==> src/tfmc_pkg.sv <==
// shared constants, codes and types of the tensor fibre matrix contraction block
// no dependencies
`default_nettype none

package tfmc_pkg;

    localparam int DATA_W        = 32;
    localparam int FRAC_BITS_DEF = 16;
    localparam int DIM_DEF       = 3;
    localparam int FIBRE_N       = 3;
    localparam int ENTRY_IDX_W   = 2;

    // slave-side tdata layout
    localparam int ROW_LSB     = 0;
    localparam int COL_LSB     = ROW_LSB + ENTRY_IDX_W;
    localparam int VALUE_LSB   = COL_LSB + ENTRY_IDX_W;
    localparam int FIBRE_LSB   = VALUE_LSB + DATA_W;
    localparam int S_FIELDS_W  = FIBRE_LSB + FIBRE_N * DATA_W;
    localparam int S_TDATA_W   = ((S_FIELDS_W + 7) / 8) * 8;

    // master-side tdata layout
    localparam int M_TDATA_W   = FIBRE_N * DATA_W;

    // configuration port
    localparam int APB_ADDR_W  = 3;
    localparam int APB_DATA_W  = 32;
    localparam int REG_IDX_W   = APB_ADDR_W - 2;
    localparam logic [REG_IDX_W-1:0] REG_TRANSPOSE = '0;

    typedef enum logic {
        CMD_LOAD  = 1'b0,
        CMD_APPLY = 1'b1
    } tfmc_cmd_t;

    // pipeline load enables from the top level to every lane
    typedef struct packed {
        logic prod_en;
        logic sum_en;
    } tfmc_ctrl_t;

    // one lane's rounded and saturated result
    typedef struct packed {
        logic [DATA_W-1:0] value;
        logic              clip;
    } tfmc_lane_res_t;

endpackage

`default_nettype wire

==> src/tfmc_merge.sv <==
// merging stage: gathers lane results and the clip flags into the output register
// depends on tfmc_pkg
`default_nettype none

module tfmc_merge #(
    parameter int DIM = tfmc_pkg::DIM_DEF
) (
    input  wire                                 clk,
    input  wire                                 rst_n,
    input  wire                                 in_valid,
    output logic                                in_ready,
    input  wire  tfmc_pkg::tfmc_lane_res_t      lane_res [DIM],
    output logic                                m_axis_tvalid,
    input  wire                                 m_axis_tready,
    output logic [tfmc_pkg::M_TDATA_W-1:0]      m_axis_tdata,  // out_a, out_b, out_c
    output logic                                m_axis_tuser   // clipped
);
    import tfmc_pkg::*;

    logic                 tvalid_reg;
    logic                 tvalid_next;
    logic [M_TDATA_W-1:0] tdata_reg;
    logic                 tuser_reg;
    logic [DATA_W-1:0]    out_c_val;
    logic                 clip_any;
    logic                 load;

    generate
        if (DIM > 2)
        begin : g_out_c
            assign out_c_val = lane_res[2].value;
        end
        else
        begin : g_no_out_c
            assign out_c_val = '0;
        end
    endgenerate

    // every lane counts toward the flag, also one that is not reported
    always_comb
    begin
        clip_any = 1'b0;
        for (int i = 0; i < DIM; i++)
        begin
            clip_any = clip_any | lane_res[i].clip;
        end
    end

    assign in_ready    = !tvalid_reg || m_axis_tready;
    assign load        = in_valid && in_ready;
    assign tvalid_next = load || (tvalid_reg && !m_axis_tready);

    always_ff @(posedge clk or negedge rst_n)
    begin
        if (!rst_n)
        begin
            tvalid_reg <= 1'b0;
        end
        else
        begin
            tvalid_reg <= tvalid_next;
        end
    end

    always_ff @(posedge clk)
    begin
        if (load)
        begin
            tdata_reg <= {out_c_val, lane_res[1].value, lane_res[0].value};
            tuser_reg <= clip_any;
        end
    end

    assign m_axis_tvalid = tvalid_reg;
    assign m_axis_tdata  = tdata_reg;
    assign m_axis_tuser  = tuser_reg;

endmodule

`default_nettype wire

==> config.mk <==
export PLATFORM = sky130hd
export DESIGN_NAME = tfmc_merge
export DESIGN_NICKNAME = d
export VERILOG_FILES = /design/src/tfmc_pkg.sv /design/src/tfmc_merge.sv
export SDC_FILE = /design/constraint.sdc
export NUM_CORES = 1
export LEC_CHECK = 0
export BUFFER_PORTS_ARGS = -buffer_cell sky130_fd_sc_hd__buf_2
export CORE_ASPECT_RATIO = 1.1
export CORE_MARGIN = 8
export CORE_UTILIZATION = 42
export CTS_BUF_LIST = sky130_fd_sc_hd__clkbuf_2 sky130_fd_sc_hd__clkbuf_4 sky130_fd_sc_hd__clkbuf_8
export CTS_CLUSTER_SIZE = 12
export DETAILED_ROUTE_END_ITERATION = 10
export PLACE_DENSITY = 0.89
export SETUP_SLACK_MARGIN = 0.2
export SYNTH_ARGS = -nofsm -noshare
export SYNTH_HDL_FRONTEND = slang
export SYNTH_SLANG_ARGS = --single-unit
==> constraint.sdc <==
create_clock -name clk -period 3.7 [get_ports clk]
set_clock_uncertainty 0.1 [all_clocks]
set_input_delay 0.74 -clock clk [delete_from_list [all_inputs] [get_ports clk]]
set_output_delay 0.74 -clock clk [all_outputs]
set_load 0.01 [all_outputs]
==> results of run 1 <==
[per-layer routing]
layer | share of wire | track usage
met2 | 0.53 | 0.2612
met4 | 0.023 | 0.07921
met3 | 0.15 | 0.08159
met1 | 0.29 | 0.1203
met5 | 0.0033 | 0
[sequential cells by signal, indices dropped and copies added (netlist names)]
signal and flops:
m_axis_tvalid 1, m_axis_tuser 1, m_axis_tdata 96
[power by group through the flow]
stage                     registers, mW  logic, mW  clock network [mW]
final                              1.31      0.173               0.719
after global routing               1.31      0.188               0.782
after CTS                          1.31      0.178               0.747
after detailed placement           1.33      0.178                   0
after global placement             1.33      0.171                   0
after floorplan                    1.37     0.0223                   0
[metrics by stage]
stage	util	hold slack [ns]	total power, mW
6_report	0.6212	0.05694	2.201
5_1_grt	0.6212	0.03105	2.284
3_3_place_gp	0.5898	0.4166	1.501
2_1_floorplan	-	0.3444	1.391
3_5_place_dp	0.5898	0.4152	1.513
4_1_cts	0.6212	0.02830	2.234
[how the worst max path moves through the flow]
stage | slack [ns] | start | to
detailed placement | 1.27 | m_axis_tready | m_axis_tdata[55]
finish | 1.60 | m_axis_tready | m_axis_tdata[12]
floorplan | 1.07 | m_axis_tready | m_axis_tdata[0]
global route | 1.56 | m_axis_tready | m_axis_tdata[72]
CTS | 1.65 | m_axis_tready | m_axis_tdata[21]
global placement | 1.36 | m_axis_tready | m_axis_tdata[66]
[cell usage after synthesis]
| cell type | instances |
|---|---|
| dfrtp_1 | 1 |
| and2_1 | 1 |
| nand2b_1 | 1 |
| edfxtp_1 | 97 |
| nand2b_4 | 1 |
| or3_1 | 1 |
[cell families (layout without fill, tap and decap cells)]
family,Yosys count,count (layout),synth area share
buffers and inverters,0,217,0
DFF,98,98,0.9890
and+or+nand+nor,4,4,0.01095
[cell type report]
type | instances | area [um^2]
multi-input cells | 4 | 35.03
repair buffers | 201 | 1006
clock buffers | 9 | 123.9
well taps | 85 | 106.4
clock inverters | 7 | 93.84
flip-flops and latches | 98 | 2938
fillers | 502 | 2624
[cell usage in the layout, fill, tap and decap left out]
master,n
clkinvlp_4,1
clkinv_1,1
dfrtp_1,1
clkinv_2,1
bufinv_16,2
nand2b_4,1
nand2b_1,1
clkbuf_8,9
edfxtp_1,97
clkinv_4,2
or3_1,1
and2_4,1
buf_2,201
==> run metrics, run 1 <==
status finished, final reports clean; setup_tns 0 ns; Num CTS Buffers 9; Die H about 100 um; Port Buffer Count about 200; maximum VDD drop roughly 0.37 mV; post-layout net count around 420; # resized after CTS 0; chip width between 90 and 100 um; CP max FO 97; Maximum Capacitance Violations 0; placed insts a little under 400; unrepaired setup endpoints after global routing false; switch share 0.2049; stages on the worst setup path 3; clock sink count about 100; Crit path largest cell delay around 0.90 ns; Synth top area share 0.9806; headroom to the max-slew limit 0.1918; CTS tree done; Mapped Cells between 100 and 150; syn nets between 200 and 250; Clock Tree Root clkbuf_8; DRT antenna net count 0; I/O pin total approximately 200; count of cell types in the netlist 6; Worst Path Buf+Inv 1; DRC 0; Clock Tree Buf Depth 2; reg-to-reg startpoint m_axis_tvalid; worst reg2reg path depth 2; P_sw 0.4508 mW; Critical Path Source Type input pin; Data arrival, critical path 1.95 ns; Slowest-stage cell, CP and2_4; total track usage 0.1468; synthesized area a little under 3000 um^2; reg2reg setup slack between 1.5 and 2 ns; flops & latches, synth 98; worst hold path type input pin to asynchronous set/reset pin; Worst-path clk slew approximately 0.090 ns; Slew @ Worst Pin roughly 1.2 ns; Design Area, Final approximately 4300 um^2; Initial Util 0.4288; Fmax around 480 MHz; Int Pwr between 1.5 and 2 mW; clock power share 0.327; ranking of synthesized cells by area edfxtp_1, dfrtp_1, nand2b_4; Place WS approximately 1.3 ns; WS Path Type input pin to flip-flop; final period utilization 0.5662; crit path time final ~2.1 ns; initial drt markers 84; Req. time, crit path 3.55 ns; Flop pwr share 0.594; n_diodes 0; DIE AREA roughly 10000 um^2; Power Density ~500 nW/um^2; crit path setup slack, layout ~1.6 ns; reg2reg end m_axis_tdata[12]; Cell Rows 32; combinational share of power 0.079; Setup violations, final 0; gpl congestion between 0.7 and 0.8; antenna violations before repair 2; Post-CTS Hold Fix Bufs 0; Finished Layout Cells 404; first-pass GRT wire length 10660 um; Final Hold Viols 0; GRT overflow 0; clock latency at the later pin of the worst-skew pair ~0.33 ns; share of cells above drive strength 1 0.6834; pin count of the biggest net entering global routing a little under 100; yosys warns 0; area grow syn2layout 44.86%; P_leak around 1.8 nW; core area approximately 6900 um^2; vias in the first global route 2025; via count 1823; postcts setup bufs 0; Total Routed Length approximately 7500 um; critical-path cell list buf_2, nand2b_4, and2_4; area post-placement between 4000 and 5000 um^2; critical path's top delay family simple AND/OR/NAND/NOR gates; Clock H-tree levels 3; Yosys top cell by area edfxtp_1; routed len/inst about 19 um; register area share after synthesis 0.9890; routed vias/inst roughly 4.5; Final Max Tran Viols 0; CP endpoint kind flip-flop; drt pass-1 iters 4; syn_area_per_cell between 20 and 30 um^2
Note: power is estimated with default switching activity, not from simulation.
==> run 2: changes to the inputs <==
CORE_UTILIZATION = 38   (was 42)
PLACE_DENSITY = 0.85   (was 0.89)
clock period = 1.75 ns   (was 3.7 ns; I/O delays follow)
==> run 2 against run 1 <==
- sequential power rose by 110%
- combinational power grew 120%
- critical endpoint is now in_ready
- clock power grew 120%
==> run metrics, run 2 (synthesized netlist as in run 1, its figures left out) <==
status finished, final reports clean (unchanged); area grow syn2layout 47.47% (was 44.86%); Tot Pwr 4.697 mW (was 2.201 mW); Final Max Tran Viols 0 (unchanged); area post-placement 4154 um^2 (was 4085 um^2); stages on the worst setup path 2 (was 3); Total Routed Length 7429 um (was 7517 um); Maximum Capacitance Violations 0 (unchanged); Die H 108.7 um (was 104.2 um); Req. time, crit path 1.30 ns (was 3.55 ns); gpl congestion 0.7387 (was 0.7060); Design Area, Final 4380 um^2 (was 4303 um^2); pin count of the biggest net entering global routing 55 (was 98); Cell Rows 34 (was 32); routed len/inst 17.28 um (was 18.61 um); drt pass-1 iters 4 (unchanged); DIE AREA 10900 um^2 (was 10020 um^2); final hold slack 0.06516 ns (was 0.05694 ns); DRT antenna net count 0 (unchanged); vias in the first global route 2031 (was 2025); GRT overflow 0 (unchanged); P_leak 1.874 nW (was 1.846 nW); Num CTS Buffers 9 (unchanged); reg2reg end m_axis_tdata[59] (was m_axis_tdata[12]); clock latency at the later pin of the worst-skew pair 0.35 ns (was 0.33 ns); CP endpoint kind output port (was flip-flop); Clock Tree Buf Depth 2 (unchanged); Place WS 0.2925 ns (was 1.272 ns); commonest non-fill, non-tap cell in the layout buf_2 (unchanged); Fmax 685.0 MHz; Port Buffer Count 201 (unchanged); initial drt markers 94 (was 84); fin util 0.5658 (was 0.6212); reg2reg setup slack 0.33 ns (was 1.71 ns); share of cells above drive strength 1 0.6832 (was 0.6834); critical-path cell list nand2b_4, buf_2 (was buf_2, nand2b_4, and2_4); WS Path Type flip-flop to output port (was input pin to flip-flop); worst hold path type input pin to flip-flop (was input pin to asynchronous set/reset pin); max reg flops 96 (unchanged); Worst-path clk slew 0.10 ns (was 0.09 ns); setup_tns 0 ns (unchanged); first-pass GRT wire length 10230 um (was 10660 um); Critical Path Source Type flip-flop (was input pin); Power Density 1072 nW/um^2 (was 511.5 nW/um^2); most frequent cells in the layout buf_2, edfxtp_1, clkbuf_8 (unchanged); maximum VDD drop 0.5798 mV (was 0.3720 mV); unrepaired setup endpoints after global routing false (unchanged); Slowest-stage cell, CP dfrtp_1 (was and2_4); reg-to-reg startpoint m_axis_tvalid (unchanged); placed insts 413 (was 388); Setup violations, final 0 (unchanged); Finished Layout Cells 430 (was 404); antenna violations before repair 1 (was 2); crit path setup slack, layout 0.2901 ns (was 1.605 ns); last element of the critical path in_ready (was m_axis_tdata[12]); Slew @ Worst Pin 0.2759 ns (was 1.212 ns); Worst Path Buf+Inv 1 (unchanged); crit path time final approximately 1.5 ns; core area 7742 um^2 (was 6927 um^2); Crit path largest cell delay 0.43 ns (was 0.90 ns); routed vias/inst 4.228 (was 4.512); CTS tree done (unchanged); post-layout net count 420 (was 417); DRC 0 (unchanged); chip width 100.3 um (was 96.19 um); Data arrival, critical path 1.01 ns (was 1.95 ns); Final Hold Viols 0 (unchanged); worst reg2reg path depth 3 (was 2); Worst Setup SP m_axis_tvalid (was m_axis_tready); total track usage 0.1273 (was 0.1468); final period utilization 0.8342; FILL cells 637 (was 502); clock sink count 98 (unchanged); critical path's top delay family flip-flops (was simple AND/OR/NAND/NOR gates); headroom to the max-slew limit 0.8161 (was 0.1918); via count 1818 (was 1823); Initial Util 0.3836 (was 0.4288); CP max FO 3 (was 97); Clock H-tree levels 3 (unchanged); Clock Tree Root clkbuf_8 (unchanged); n_diodes 0 (unchanged); I/O pin total 202 (unchanged); # resized after CTS 0 (unchanged)
## run 2: worst min-delay path by stage
stage | endpoint | startpoint | cells after the start | slack [ns]
2_1_floorplan | m_axis_tvalid | rst_n | 0 | -0.05
3_3_place_gp | m_axis_tvalid | rst_n | 1 | 0.02
3_5_place_dp | m_axis_tvalid | rst_n | 1 | 0.03
4_1_cts | m_axis_tdata[81] | lane_res[18] | 1 | 0.04
5_1_grt | m_axis_tdata[81] | lane_res[18] | 1 | 0.03
6_report | m_axis_tdata[38] | lane_res[40] | 1 | 0.07
## run 2: cell type report
type	count	area, um^2	area share
flip-flops and latches	98	2938	0.6707
multi-input cells	4	35.03	0.007998
clock inverters	5	77.57	0.01771
clock buffers	11	138.9	0.03171
well taps	108	135.1	0.03085
repair buffers	204	1056	0.2411
## run 2: power breakdown
part	internal (mW)	switching, mW
Clock	0.836	0.720
Combinational	0.176	0.204
Sequential	2.73	0.0293
Total	3.74	0.953
## run 2: routing by layer
layer  GRT usage  vias to the layer above  share of wire
met5           0                        -         0.0017
met4     0.06703                        2          0.023
met3     0.06513                       15           0.11
met2      0.2479                      105           0.57
met1     0.09821                      857           0.30
li1            -                      839              -
## run 2: what timing repair did
| action | 4_1_cts | 5_1_grt |
|---|---|---|
| buffers inserted | 0 | 0 |
| hold endpoints to repair | 1 | 0 |
| hold buffers | 1 | 0 |
==> run 3: changes to the inputs <==
CORE_UTILIZATION = 42   (was 38)
PLACE_DENSITY = 0.89   (was 0.85)
clock period = 1.5 ns   (was 1.75 ns; I/O delays follow)
==> run 3 against run 2 <==
- cell area up 14%
- highest routed layer is now met4
- wire length up 23%
- via count up 14%
- global-route usage is 3.7 points higher
- combinational power increased by 73%
- worst hold slack worse by 0.054 ns
- worst setup slack worse by 0.18 ns
- clock power is 9% higher
- largest cell class unchanged
- utilization is 16 points higher
- clock-buffer cell count shrank 2
- critical path depth rose by 2
==> run metrics, run 3 (synthesized netlist as in run 1, its figures left out) <==
status finished, final reports clean (unchanged); unrepaired setup endpoints after global routing true (was false); Final Hold Viols 0 (unchanged); CP max FO 6 (was 3); I/O pin total 202 (unchanged); DRT antenna net count 0 (unchanged); Cell Rows 32 (was 34); gpl congestion 0.7241 (was 0.7387); antenna violations before repair 0 (was 1); headroom to the max-slew limit 0.9159 (was 0.8161); area grow syn2layout 68.32% (was 47.47%); Num CTS Buffers 9 (unchanged); commonest non-fill, non-tap cell in the layout buf_2 (unchanged); Clock Tree Root clkbuf_8 (unchanged); total track usage 0.1645 (was 0.1273); Initial Util 0.4288 (was 0.3836); final period utilization 0.9247; DRC 0 (unchanged); share of cells above drive strength 1 0.6324 (was 0.6832); first-pass GRT wire length 11850 um (was 10230 um); Clock Tree Buf Depth 2 (unchanged); core area 6927 um^2 (was 7742 um^2); reg2reg setup slack 0.11 ns (was 0.33 ns); initial drt markers 67 (was 94); pin count of the biggest net entering global routing 52 (was 55); Critical Path Source Type flip-flop (unchanged); Power Density 1116 nW/um^2 (was 1072 nW/um^2); Die H 104.2 um (was 108.7 um); Final Max Tran Viols 0 (unchanged); most frequent cells in the layout buf_2, edfxtp_1, dlygate4sd3_1 (was buf_2, edfxtp_1, clkbuf_8); Req. time, crit path 1.48 ns (was 1.30 ns); max reg flops 96 (unchanged); Fmax approximately 700 MHz; FILL cells 441 (was 637); Worst Setup SP m_axis_tvalid (unchanged); chip width 96.19 um (was 100.3 um); Maximum Capacitance Violations 0 (unchanged); crit path time final 1.387 ns; reg2reg end m_axis_tdata[26] (was m_axis_tdata[59]); maximum VDD drop 0.7643 mV (was 0.5798 mV); worst reg2reg path depth 4 (was 3); WS Path Type flip-flop to flip-flop (was flip-flop to output port); worst hold path type input pin to flip-flop (unchanged); CP endpoint kind flip-flop (was output port); Worst-path clk slew 0.10 ns (about the same); crit path setup slack, layout 0.1129 ns (was 0.2901 ns); CTS tree done (unchanged); setup_tns 0 ns (unchanged); P_leak 2.146 nW (was 1.874 nW); Data arrival, critical path 1.36 ns (was 1.01 ns); clock sink count 98 (unchanged); reg-to-reg startpoint m_axis_tvalid (unchanged); Port Buffer Count 201 (unchanged); vias in the first global route 2259 (was 2031); n_diodes 0 (unchanged); placed insts 390 (was 413); GRT overflow 0 (unchanged); Clock H-tree levels 3 (unchanged); Finished Layout Cells 455 (was 430); Setup violations, final 0 (unchanged); drt pass-1 iters 4 (unchanged); Place WS 0.1282 ns (was 0.2925 ns); last element of the critical path m_axis_tdata[26] (was in_ready); routed vias/inst 4.545 (was 4.228); Slew @ Worst Pin 0.1261 ns (was 0.2759 ns); post-layout net count 468 (was 420); routed len/inst 20.03 um (was 17.28 um); via count 2068 (was 1818); Total Routed Length 9112 um (was 7429 um); clock latency at the later pin of the worst-skew pair 0.35 ns (about the same); DIE AREA 10020 um^2 (was 10900 um^2)
[run 3: how the worst min path moves through the flow]
| stage | from | endpoint | slack, ns | depth (start not counted) |
|---|---|---|---|---|
| finish | lane_res[57] | m_axis_tdata[55] | 0.01 | 1 |
| global route | lane_res[29] | m_axis_tdata[92] | 0.0000005 | 1 |
| CTS | lane_res[57] | m_axis_tdata[55] | 0.0003 | 1 |
| detailed placement | rst_n | m_axis_tvalid | -0.02 | 1 |
| global placement | rst_n | m_axis_tvalid | -0.02 | 1 |
| floorplan | rst_n | m_axis_tvalid | -0.1 | 0 |
[run 3: layer usage]
metal	GRT usage	share of wire
met5	0	0
met4	0.08361	0.017
met3	0.08736	0.14
met2	0.2982	0.55
met1	0.1345	0.29
[run 3: report_power, final]
| group | total, mW | leakage [nW] | switching [mW] | internal [mW] |
|---|---|---|---|---|
| Clock | 1.70 | 0.0962 | 0.917 | 0.782 |
| Sequential | 3.23 | 0.933 | 0.0386 | 3.19 |
| Combinational | 0.656 | 1.12 | 0.292 | 0.364 |
[run 3: timing repair]
action / CTS / global route
hold buffers: 33 / 3
setup buffers: 0 / 3
setup endpoints to repair: 134 / 178
endpoints found under the hold margin: 33 / 3
pin swaps: 0 / 1
gates cloned: 0 / 10
gates resized for setup: 2 / 16
[run 3: worst max-delay path, cell delays in order, from the launching register on]
cell       delay, ns
dfrtp_1         0.42
nand2b_4        0.09
and2_4          0.19
buf_12          0.15
clkbuf_16       0.15
[run 3: cell type report]
| type | count | area (um^2) | area share |
|---|---|---|---|
| timing repair buffer | 252 | 1720 | 0.3441 |
| clock buffer | 9 | 123.9 | 0.02477 |
| tap | 85 | 106.4 | 0.02127 |
| clock inverter | 7 | 76.32 | 0.01527 |
| multi-input combinational | 4 | 35.03 | 0.007007 |
| sequential | 98 | 2938 | 0.5876 |
[run 3: per-stage QoR]
step | cell area [um^2] | hold WS [ns] | power (mW) | utilization
4_1_cts | 4669 | 0.0003257 | 5.486 | 0.6741
3_5_place_dp | 4125 | -0.01941 | 3.745 | 0.5956
6_report | 5000 | 0.01125 | 5.581 | 0.7218
2_1_floorplan | 2973 | -0.09559 | 3.428 | -
3_3_place_gp | 4125 | -0.02411 | 3.717 | 0.5956
5_1_grt | 5000 | 0.0000004996 | 5.763 | 0.7218
